===== src/rtl/asfr_pkg.sv =====
// Shared types and constants for the addressed serial frame receiver.
package asfr_pkg;

  localparam int BUFFER_DEPTH_DEF = 64;
  localparam int BYTE_W           = 8;
  localparam int IDX_W            = 6;

  localparam logic [BYTE_W-1:0] CH_X  = 8'h58;
  localparam logic [BYTE_W-1:0] CH_B  = 8'h42;
  localparam logic [BYTE_W-1:0] CH_U  = 8'h55;
  localparam logic [BYTE_W-1:0] CH_S  = 8'h53;
  localparam logic [BYTE_W-1:0] CH_CR = 8'h0d;
  localparam logic [BYTE_W-1:0] CH_LF = 8'h0a;

  typedef enum logic [3:0] {
    ST_HUNT,
    ST_B,
    ST_U,
    ST_S,
    ST_DEST,
    ST_SRC,
    ST_LEN_HI,
    ST_LEN_LO,
    ST_DATA,
    ST_CR,
    ST_LF,
    ST_READ,
    ST_SHOW
  } state_t;

  typedef struct packed {
    logic cap_dest;
    logic cap_src;
    logic cap_len_hi;
    logic cap_len_lo;
    logic wr_data;
    logic rd_start;
    logic rd_issue;
    logic rd_next;
  } cmd_t;

  typedef struct packed {
    logic is_x;
    logic is_b;
    logic is_u;
    logic is_s;
    logic is_cr;
    logic is_lf;
    logic len_ok;
    logic data_done;
    logic addr_match;
    logic rd_last;
  } status_t;

endpackage


===== src/rtl/asfr_cfg_if.sv =====
// Configuration write channel: one register, no index.
interface asfr_cfg_if;
  logic       valid;
  logic       ready;
  logic [7:0] data;

  modport source (output valid, output data, input ready);
  modport sink (input valid, input data, output ready);
endinterface


===== src/rtl/asfr_rx_if.sv =====
// Received byte channel.
interface asfr_rx_if;
  logic       valid;
  logic       ready;
  logic [7:0] rx_byte;

  modport source (output valid, output rx_byte, input ready);
  modport sink (input valid, input rx_byte, output ready);
endinterface


===== src/rtl/asfr_out_if.sv =====
// Payload result channel.
interface asfr_out_if;
  logic       valid;
  logic       ready;
  logic [7:0] payload_byte;
  logic [5:0] payload_index;
  logic [5:0] payload_length;
  logic [7:0] sender_address;
  logic       last_byte;

  modport source (output valid, output payload_byte, output payload_index,
                  output payload_length, output sender_address, output last_byte,
                  input ready);
  modport sink (input valid, input payload_byte, input payload_index,
                input payload_length, input sender_address, input last_byte,
                output ready);
endinterface


===== src/rtl/asfr_datapath.sv =====
// Datapath: address register, header capture, payload store and read-out.
module asfr_datapath #(
  parameter int BUFFER_DEPTH = asfr_pkg::BUFFER_DEPTH_DEF
) (
  input  logic                                   clk,
  input  logic                                   rst,
  input  logic                                   cfg_valid,
  input  logic [asfr_pkg::BYTE_W-1:0]            cfg_data,
  input  logic [asfr_pkg::BYTE_W-1:0]            rx_byte,
  input  asfr_pkg::cmd_t                         cmd,
  output asfr_pkg::status_t                      status,
  output logic [asfr_pkg::BYTE_W-1:0]            payload_byte,
  output logic [asfr_pkg::IDX_W-1:0]             payload_index,
  output logic [asfr_pkg::IDX_W-1:0]             payload_length,
  output logic [asfr_pkg::BYTE_W-1:0]            sender_address,
  output logic                                   last_byte
);
  import asfr_pkg::*;

  localparam int AW = (BUFFER_DEPTH > 1) ? $clog2(BUFFER_DEPTH) : 1;

  logic [BYTE_W-1:0] device_address;
  logic              address_matched;
  logic [BYTE_W-1:0] source_address;
  logic [BYTE_W-1:0] len_hi;
  logic [AW-1:0]     len;
  logic              len_ok;
  logic [AW-1:0]     wp;
  logic [AW-1:0]     rd_idx;
  logic [BYTE_W-1:0] rdata;
  logic [BYTE_W-1:0] mem [BUFFER_DEPTH];

  always_ff @(posedge clk) begin
    if (rst) begin
      device_address <= '0;
    end else if (cfg_valid) begin
      device_address <= cfg_data;
    end
  end

  always_ff @(posedge clk) begin
    if (cmd.cap_dest) begin
      address_matched <= (rx_byte == device_address);
    end
    if (cmd.cap_src) begin
      source_address <= rx_byte;
    end
    if (cmd.cap_len_hi) begin
      len_hi <= rx_byte;
    end
    if (cmd.cap_len_lo) begin
      len    <= rx_byte[AW-1:0];
      len_ok <= (len_hi == '0) && (rx_byte != '0) && (rx_byte < BYTE_W'(BUFFER_DEPTH));
      wp     <= '0;
    end else if (cmd.wr_data) begin
      wp <= AW'(wp + 1'b1);
    end
    if (cmd.rd_start) begin
      rd_idx <= '0;
    end else if (cmd.rd_next) begin
      rd_idx <= AW'(rd_idx + 1'b1);
    end
  end

  always_ff @(posedge clk) begin
    if (cmd.wr_data) begin
      mem[wp] <= rx_byte;
    end
    if (cmd.rd_issue) begin
      rdata <= mem[rd_idx];
    end
  end

  always_comb begin
    status.is_x       = (rx_byte == CH_X);
    status.is_b       = (rx_byte == CH_B);
    status.is_u       = (rx_byte == CH_U);
    status.is_s       = (rx_byte == CH_S);
    status.is_cr      = (rx_byte == CH_CR);
    status.is_lf      = (rx_byte == CH_LF);
    status.len_ok     = len_ok;
    status.data_done  = (AW'(wp + 1'b1) == len);
    status.addr_match = address_matched;
    status.rd_last    = (AW'(rd_idx + 1'b1) == len);
  end

  assign payload_byte   = rdata;
  assign payload_index  = IDX_W'(rd_idx);
  assign payload_length = IDX_W'(len);
  assign sender_address = source_address;
  assign last_byte      = status.rd_last;

endmodule


===== src/rtl/asfr_ctrl.sv =====
// Controller: frame parser and payload read-out sequencer.
module asfr_ctrl (
  input  logic              clk,
  input  logic              rst,
  input  logic              rx_valid,
  output logic              rx_ready,
  output logic              out_valid,
  input  logic              out_ready,
  input  asfr_pkg::status_t status,
  output asfr_pkg::cmd_t    cmd
);
  import asfr_pkg::*;

  state_t state;
  state_t state_next;
  logic   fire;

  always_ff @(posedge clk) begin
    if (rst) begin
      state <= ST_HUNT;
    end else begin
      state <= state_next;
    end
  end

  always_comb begin
    state_next = state;
    cmd        = '0;
    rx_ready   = (state != ST_READ) && (state != ST_SHOW);
    out_valid  = (state == ST_SHOW);
    fire       = rx_valid && rx_ready;
    unique case (state)
      ST_HUNT:   if (fire) state_next = status.is_x ? ST_B : ST_HUNT;
      ST_B:      if (fire) state_next = status.is_b ? ST_U : ST_HUNT;
      ST_U:      if (fire) state_next = status.is_u ? ST_S : ST_HUNT;
      ST_S:      if (fire) state_next = status.is_s ? ST_DEST : ST_HUNT;
      ST_DEST: begin
        cmd.cap_dest = fire;
        if (fire) state_next = ST_SRC;
      end
      ST_SRC: begin
        cmd.cap_src = fire;
        if (fire) state_next = ST_LEN_HI;
      end
      ST_LEN_HI: begin
        cmd.cap_len_hi = fire;
        if (fire) state_next = ST_LEN_LO;
      end
      ST_LEN_LO: begin
        cmd.cap_len_lo = fire;
        if (fire) state_next = ST_DATA;
      end
      ST_DATA: begin
        cmd.wr_data = fire && status.len_ok;
        if (fire) begin
          priority if (!status.len_ok) state_next = ST_HUNT;
          else if (status.data_done)   state_next = ST_CR;
          else                         state_next = ST_DATA;
        end
      end
      ST_CR:     if (fire) state_next = status.is_cr ? ST_LF : ST_HUNT;
      ST_LF: begin
        if (fire) begin
          if (status.is_lf && status.addr_match) begin
            cmd.rd_start = 1'b1;
            state_next   = ST_READ;
          end else begin
            state_next = ST_HUNT;
          end
        end
      end
      ST_READ: begin
        cmd.rd_issue = 1'b1;
        state_next   = ST_SHOW;
      end
      ST_SHOW: begin
        if (out_ready) begin
          cmd.rd_next = 1'b1;
          state_next  = status.rd_last ? ST_HUNT : ST_READ;
        end
      end
      default:   state_next = ST_HUNT;
    endcase
  end

`ifndef SYNTHESIS
  a_no_overlap: assert property (@(posedge clk) disable iff (rst)
    !(rx_ready && out_valid))
    else $error("input accepted during payload read-out");

  a_emit_start: assert property (@(posedge clk) disable iff (rst)
    (fire && state == ST_LF && status.is_lf && status.addr_match) |=> state == ST_READ)
    else $error("matched frame did not start read-out");

  a_emit_end: assert property (@(posedge clk) disable iff (rst)
    (out_valid && out_ready && status.rd_last) |=> (rx_ready && state == ST_HUNT))
    else $error("parser not back to hunting after last beat");

  a_write_ok: assert property (@(posedge clk) disable iff (rst)
    cmd.wr_data |-> status.len_ok)
    else $error("payload write with bad length");
`endif

endmodule


===== src/rtl/addressed_serial_frame_receiver.sv =====
// Top level: addressed serial frame receiver.
// Parsing takes one received byte per cycle; a byte is accepted whenever no payload is read out.
// After the LF of a matching frame the input stalls; each payload beat is a store read (ST_READ)
// and then the output register (ST_SHOW), held there through output stalls before the next read.
// The first payload beat is valid once the parser has gone from the LF beat through ST_READ to ST_SHOW.
// Synchronous reset: parser hunts for the start byte, device address is 0; the store is not cleared.
module addressed_serial_frame_receiver #(
  parameter int BUFFER_DEPTH = asfr_pkg::BUFFER_DEPTH_DEF
) (
  input  logic  clk,
  input  logic  rst,
  asfr_cfg_if.sink   cfg,
  asfr_rx_if.sink    rx,
  asfr_out_if.source payload
);
  import asfr_pkg::*;

  cmd_t    cmd;
  status_t status;

  assign cfg.ready = 1'b1;

  asfr_ctrl u_ctrl (
    .clk       (clk),
    .rst       (rst),
    .rx_valid  (rx.valid),
    .rx_ready  (rx.ready),
    .out_valid (payload.valid),
    .out_ready (payload.ready),
    .status    (status),
    .cmd       (cmd)
  );

  asfr_datapath #(
    .BUFFER_DEPTH (BUFFER_DEPTH)
  ) u_datapath (
    .clk            (clk),
    .rst            (rst),
    .cfg_valid      (cfg.valid),
    .cfg_data       (cfg.data),
    .rx_byte        (rx.rx_byte),
    .cmd            (cmd),
    .status         (status),
    .payload_byte   (payload.payload_byte),
    .payload_index  (payload.payload_index),
    .payload_length (payload.payload_length),
    .sender_address (payload.sender_address),
    .last_byte      (payload.last_byte)
  );

endmodule


===== src/flat_wrapper.sv =====
// flat-port wrapper written by rule: the top's interface ports become plain ports
module addressed_serial_frame_receiver_flat import asfr_pkg::*;
#(
  parameter int BUFFER_DEPTH = asfr_pkg::BUFFER_DEPTH_DEF
)
  (clk, rst, cfg_valid, cfg_data, cfg_ready, rx_valid, rx_rx_byte, rx_ready, payload_valid, payload_payload_byte, payload_payload_index, payload_payload_length, payload_sender_address, payload_last_byte, payload_ready);
  asfr_cfg_if cfg_i ();
  asfr_rx_if rx_i ();
  asfr_out_if payload_i ();
  input  logic clk;
  input  logic rst;
  input wire logic [$bits(cfg_i.valid)-1:0] cfg_valid;
  input wire logic [$bits(cfg_i.data)-1:0] cfg_data;
  output wire logic [$bits(cfg_i.ready)-1:0] cfg_ready;
  input wire logic [$bits(rx_i.valid)-1:0] rx_valid;
  input wire logic [$bits(rx_i.rx_byte)-1:0] rx_rx_byte;
  output wire logic [$bits(rx_i.ready)-1:0] rx_ready;
  output wire logic [$bits(payload_i.valid)-1:0] payload_valid;
  output wire logic [$bits(payload_i.payload_byte)-1:0] payload_payload_byte;
  output wire logic [$bits(payload_i.payload_index)-1:0] payload_payload_index;
  output wire logic [$bits(payload_i.payload_length)-1:0] payload_payload_length;
  output wire logic [$bits(payload_i.sender_address)-1:0] payload_sender_address;
  output wire logic [$bits(payload_i.last_byte)-1:0] payload_last_byte;
  input wire logic [$bits(payload_i.ready)-1:0] payload_ready;
  assign cfg_i.valid = cfg_valid;
  assign cfg_i.data = cfg_data;
  assign cfg_ready = cfg_i.ready;
  assign rx_i.valid = rx_valid;
  assign rx_i.rx_byte = rx_rx_byte;
  assign rx_ready = rx_i.ready;
  assign payload_valid = payload_i.valid;
  assign payload_payload_byte = payload_i.payload_byte;
  assign payload_payload_index = payload_i.payload_index;
  assign payload_payload_length = payload_i.payload_length;
  assign payload_sender_address = payload_i.sender_address;
  assign payload_last_byte = payload_i.last_byte;
  assign payload_i.ready = payload_ready;
  addressed_serial_frame_receiver #(.BUFFER_DEPTH(BUFFER_DEPTH)) u_core (.clk(clk), .rst(rst), .cfg(cfg_i), .rx(rx_i), .payload(payload_i));
endmodule

===== config.mk =====
export PLATFORM = sky130hd
export DESIGN_NAME = addressed_serial_frame_receiver_flat
export DESIGN_NICKNAME = d
export VERILOG_FILES = /design/src/rtl/asfr_pkg.sv /design/src/rtl/asfr_cfg_if.sv /design/src/rtl/asfr_rx_if.sv /design/src/rtl/asfr_out_if.sv /design/src/rtl/asfr_datapath.sv /design/src/rtl/asfr_ctrl.sv /design/src/rtl/addressed_serial_frame_receiver.sv /design/src/flat_wrapper.sv
export SDC_FILE = /design/constraint.sdc
export NUM_CORES = 1
export LEC_CHECK = 0
export ABC_AREA = 0
export BUFFER_PORTS_ARGS = -buffer_cell sky130_fd_sc_hd__buf_2
export CAP_MARGIN = 5
export CORE_ASPECT_RATIO = 0.9
export CORE_MARGIN = 10
export CORE_UTILIZATION = 25
export CTS_CLUSTER_DIAMETER = 50
export DETAILED_ROUTE_END_ITERATION = 12
export GPL_ROUTABILITY_DRIVEN = 0
export GPL_TIMING_DRIVEN = 0
export PLACE_DENSITY = 0.4
export SETUP_SLACK_MARGIN = 0.3
export SLEW_MARGIN = 20
export SYNTH_ARGS = -nofsm -noshare
export SYNTH_HDL_FRONTEND = slang
export SYNTH_SLANG_ARGS = --single-unit

===== constraint.sdc =====
create_clock -name clk -period 4.3 [get_ports clk]
set_clock_uncertainty 0.2 [all_clocks]
set_input_delay 1.29 -clock clk [delete_from_list [all_inputs] [get_ports clk]]
set_output_delay 1.29 -clock clk [all_outputs]
set_load 0.01 [all_outputs]

### Yosys cells after proc, flatten, opt, wreduce, memory -nomap -nowiden

Memory sizes are Yosys's and may differ from the RTL's. A register that Yosys moved wholly into a read port is not among the register bits.
Cells that the tools add are included.

| word-level totals | value |
|---|---|
| register bits | 48 |
| RAM bits | 512 |
| bits of input ports | 21 |
| memories | 1 |

| cells by class | value |
|---|---|
| $add $sub $neg | 2 |
| order comparisons | 1 |
| eq/ne operators | 35 |
| multiplexer cells | 35 |
| reductions and logical operators | 10 |

Memories:

| memory | depth | width | read ports | clocked after memory_dff | write ports | RTL line | RTL |
|---|---|---|---|---|---|---|---|
| u_core.u_datapath.mem | 64 | 8 | 1 | 1 | 1 | asfr_datapath.sv:31 | `logic [BYTE_W-1:0] mem [BUFFER_DEPTH];` |

Operators by type and width:

| operator | number |
|---|---|
| $mux 4 | 16 |
| $pmux 4 s13 | 1 |
| $eq 8x7->1 const B | 4 |
| $ne 2x2->1 const B | 11 |
| $eq 4x4->1 const B | 5 |
| $eq 4x3->1 const B | 4 |
| $eq 8x4->1 const B | 2 |
| $mux 1 | 15 |
| $add 6x1->6 const B | 2 |
| $eq 6x6->1 | 2 |
| $reduce_and 12->1 | 1 |
| $eq 4x2->1 const B | 2 |
| $eq 8x8->1 | 1 |
| $logic_not 8->1 | 1 |
| $lt 8x7->1 const B | 1 |
| $ne 4x4->1 const B | 2 |
| $reduce_bool 8->1 | 1 |
| $logic_and 1x1->1 | 6 |
| $eq 4x1->1 const B | 1 |
| $logic_not 4->1 | 1 |
| $mux 2 | 2 |
| $mux 3 | 1 |
| $ne 2x1->1 const B | 1 |

### Longest topological paths before layout

| depth | value |
|---|---|
| word-level depth | 7 |
| depth in mapped cells | 9 |

### Cells and area by module

From an unflattened synthesis, not the netlist that was laid out.

| unflattened totals | value |
|---|---|
| cells, all modules | 1,197 |
| area, all modules | 22,774.3 µm² |

By module, submodules not included:

| module | instances | cells each | area an instance (µm²) | seq. area each (µm²) |
|---|---|---|---|---|
| asfr_datapath | 1 | 1,120 | 22,235.1 | 16,736.1 |
| asfr_ctrl | 1 | 75 | 528.0 | 80.1 |
| addressed_serial_frame_receiver | 1 | 2 | 11.3 | 0.0 |

### Worst setup path after synthesis

No wires, ideal clock.

| timing path | value |
|---|---|
| path kind | input -> register |
| start point | in rx_valid |
| end point | mem u_core.u_datapath.mem[62][0] (enable) |
| arrival | 2.678 ns |
| data required time | 3.730 ns |
| slack | 1.051 ns |
| stages | 6 |
| path through | clkbuf_1 -> and3_1 -> buf_2 -> and2b_1 -> nand3_1 -> nor2_1 |

| on the way | value |
|---|---|
| word-level cells in the longest chain between the ends | 5 |

Ends and longest elaborated chain:

| what | RTL line | RTL |
|---|---|---|
| from (decl) | flat_wrapper.sv:15 | `input wire logic [$bits(rx_i.valid)-1:0] rx_valid;` |
| $logic_and 1x1->1 | asfr_ctrl.sv:31 | `fire = rx_valid && rx_ready;` |
| $logic_and 1x1->1 | asfr_ctrl.sv:54 | `cmd.wr_data = fire && status.len_ok;` |
| $mux 1 | asfr_ctrl.sv:32 | `unique case (state)` |
| $mux 1 | asfr_datapath.sv:66 | `if (cmd.wr_data) begin` |
| $mux 1 (not written as such) | asfr_datapath.sv:67 | `mem[wp] <= rx_byte;` |
| to (decl) | asfr_datapath.sv:31 |  |

No other way between the ends.

### Worst setup path after layout

| timing path | value |
|---|---|
| start point | in rx_valid |
| end point | mem u_core.u_datapath.mem[38][3] (enable) |

The elaborated chain is that of the path after synthesis.

==> results.yml <==
route:
  num_vias: 11650
  drt_first_pass_iters: 5
  dr_wl_met2_mm: 28.77
  routedWlPerCell_um: 25.53
  drt_wl_total_mm: 64.24
  top_layer_used: "met4"
  drt-met1-wl_mm: 30.34
  dr_wl_met3_mm: 4.048
  drt.antenna.violating_nets: 0
  route.detailed.drc: 0
  avgViaCountPerCell: 4.630
  drtIter0Drc: 1011
final_layout:
  final_common_cell: "edfxtp_1"
  drive_gt1_share_pct: 25.07
  num-fill-cells: 8740
  stdcell_count: 2516
  fin_area_um2: 27060
  final_cell_mix: "edfxtp_1 (544), mux4_2 (106), nor2_1 (104)"
  seqCellArea_um2: 16830
  multi_input_area_um2: 5483
  fin_nets: 1323
  utilization_pct: 30.18
  area_growth_pct: 19.56
timing:
  fin_crit_sh_pct: 90.88
  worstMarginPinSlew_ps: 1031
  min_period_ps: 3908
  rsz0062_at_grt: "true"
  slew_viol_final: 0
  fmax_mhz: 255.9
  maxSlewHeadroom_pct: 31.05
  finalHoldViolCount: 0
  finalSetupViolCount: 0
grt:
  grt-ovfl-total: 0
  grt_pass1_vias: 12010
  antenna_found_initial: 3
  grt_max_degree: 73
  grt_pass1_wl_mm: 90.82
  grt_use_total_pct: 12.35
power_and_ir_drop:
  leakagePower_nw: 8.286
  p_int_mw: 9.647
  peakVddDrop_v: 0.0002343
  combPwrFrac_pct: 1.3
  powerDensity_nw_per_um2: 447.7
  p_sw_share_pct: 20.38
  switchingPower_mw: 2.469
  p_clk_share_pct: 48.7
  p_seq_share_pct: 50.0
cts:
  clockBufferDepth: 3
  htreeDepth: 3
  cts_tree: "built"
  clk_latency_ps: 610
  cts_sinks: 568
  cts.root.buffer_cell: "clkbuf_16"
  cts_made_buffers: 72
  cts.clk_slew.worst_paths_ps: 50
  postCtsHoldBufs: 0
setup_path:
  path_max_fanout: 10
  crit_top_cell: "buf_2"
  critPathLaunch: "rx_valid"
  cp.buffers_inverters: 3
  end_kind: "flop"
  cp.required_ps: 4310
  critPathMaxStageDelay_ps: 960
  crit_chain: "buf_2 > clkbuf_1 > and3_1 > buf_2 > and2b_1 > nand3_1 > nor2_1"
  cp-start-kind: "input pin"
  arrival_ps: 3920
  r2r-start: "u_core.u_datapath.payload_index[1]"
  crit_type: "in -> reg"
  crit_family: "simple AND/OR/NAND/NOR gates"
  critical-path-slowest-cell: "nor2_1"
synth:
  synth_ff_type: "edfxtp_1"
  synth_edf_count: 544
  synth-seq-cells: 568
  synthesis.area_um2: 22630
  ys_seq_area_share_pct: 74.30
  yosys_warnings: 0
  syn_nets: 1185
  async_reset_ff_share_pct: 0
  synth_cell_types: 59
  syn_avg_cell_area_um2: 19.48
  syn_inst: 1162
min_path:
  hold_class: "reg -> reg"
  hp-start: "u_core.u_datapath.device_address[4]"
floorplan:
  die_area_um2: 103000
  start_util_pct: 25.25
  floorplan.die.height_um: 305.5
  die_w_um: 337.2
  rows: 104
  ioPinCount: 53
  core_area_um2: 89660
placed_design:
  place_inst: 2384
  portBuffers: 50
  place_area_um2: 24510
  dp_hpwl_mm: 42.82
status:
  status: "finished clean"
run:
  cap_violations: 0
==> final cells by class <==
| cell class | count | area share [%] |
|---|---|---|
| multi-input cells | 524 | 20.26 |
| well taps | 1166 | 5.391 |
| plain buffers | 70 | 1.859 |
| repair buffers | 64 | 1.748 |
| clock buffers | 84 | 7.060 |
| clock inverters | 38 | 1.489 |
| flip-flops and latches | 568 | 62.18 |
| diodes | 2 | 0.01849 |
==> synthesized netlist by cell type, types with 3 or more instances <==
library cell,number,share of area (%)
mux4_1,22,2.6
o21ai_0,7,0.15
buf_6,4,0.20
nand2_1,25,0.41
nor3_1,18,0.40
a21boi_1,4,0.13
nor4_1,6,0.17
nand3b_1,3,0.099
or3b_2,3,0.12
or2_2,3,0.083
nand2b_1,11,0.30
a22oi_1,33,1.1
a221oi_1,4,0.15
dfxtp_1,24,2.1
nand3_1,20,0.44
buf_4,9,0.30
and2_1,4,0.11
and2b_1,3,0.099
a21boi_0,4,0.13
nor2b_1,7,0.19
nor2_1,107,1.8
nor3b_1,3,0.099
buf_2,20,0.44
a21o_1,3,0.099
clkbuf_1,24,0.40
xnor2_1,23,0.89
a21oi_1,15,0.33
buf_1,7,0.12
nand4_1,6,0.17
edfxtp_1,544,72
mux2i_1,26,1.1
mux4_2,106,11
o311a_1,4,0.18
buf_12,3,0.27
a22o_1,5,0.19
a311oi_1,5,0.19
xor2_1,11,0.43
and3_1,7,0.19
==> layer usage <==
metal | track usage (%) | vias up
li1 | - | 5052
met1 | 17.56 | 6173
met2 | 18.47 | 341
met3 | 3.593 | 84
met4 | 2.674 | 0
met5 | 0 | -
==> power groups by stage <==
stage,Clock [mW],Combinational (mW),Sequential [mW]
floorplan,0,0.0256,6.18
global placement,0,0.137,6.18
detailed placement,0,0.161,6.18
CTS,6.04,0.161,6.06
global route,6.26,0.172,6.06
finish,5.90,0.154,6.06
==> repair_timing <==
| action | CTS | global route |
|---|---|---|
| buffers inserted | 3 | 5 |
| pin swaps | 3 | 2 |
| setup endpoints to repair | 5 | 28 |
| gates resized for setup | 35 | 6 |
==> worst register-to-register path, delay by kind of cell (launching register included) <==
kind / cells / cell delay (ps)
AND/OR/NAND/NOR: 2 / 880
buffers and inverters: 3 / 890
flip-flops: 1 / 410
multiplexers: 2 / 860
AO/OA/AOI/OAI: 1 / 210
==> logic make-up after synthesis <==
kind of cell | after synthesis | share of synthesized area, %
other | 1 | 0.01657
AND/OR/NAND/NOR | 235 | 4.975
flip-flops | 568 | 74.30
buffers and inverters | 70 | 1.874
adder cells (fa/ha/maj) | 2 | 0.1105
multiplexers | 154 | 14.25
XOR/XNOR | 34 | 1.316
AO/OA/AOI/OAI | 98 | 3.162
==> stage by stage <==
step	worst slack [ps]	total power, mW	TNS (ps)	hold slack (ps)
4_1_cts	336.6	12.26	0	314.9
3_3_place_gp	-207.3	6.319	-14440	299.7
6_report	392.3	12.12	0	310.9
5_1_grt	238.4	12.49	0	334.3
3_5_place_dp	-222.5	6.339	-15840	302.4
2_1_floorplan	1051	6.204	0	282.3
==> sequential cells by signal, summed over array words and instances (netlist names) <==
register,flops
u_core.u_ctrl.state,4
u_core.u_datapath.address_matched,1
u_core.u_datapath.device_address,8
u_core.u_datapath.len_hi,8
u_core.u_datapath.len_ok,1
u_core.u_datapath.mem,512
u_core.u_datapath.payload_byte,8
u_core.u_datapath.payload_index,6
u_core.u_datapath.payload_length,6
u_core.u_datapath.sender_address,8
u_core.u_datapath.wp,6
==> final timing paths <==
path / endpoint / slack (ps) / depth (start not counted)
setup / recovery: u_core.u_datapath.mem[38][3] / 390 / 7
hold / removal: u_core.u_datapath.device_address[4] / 310 / 2
setup reg to reg: u_core.u_datapath.payload_byte[2] / 530 / 8
hold reg to reg: u_core.u_datapath.device_address[4] / 310 / 2
Note: power is estimated with default switching activity, not from simulation.
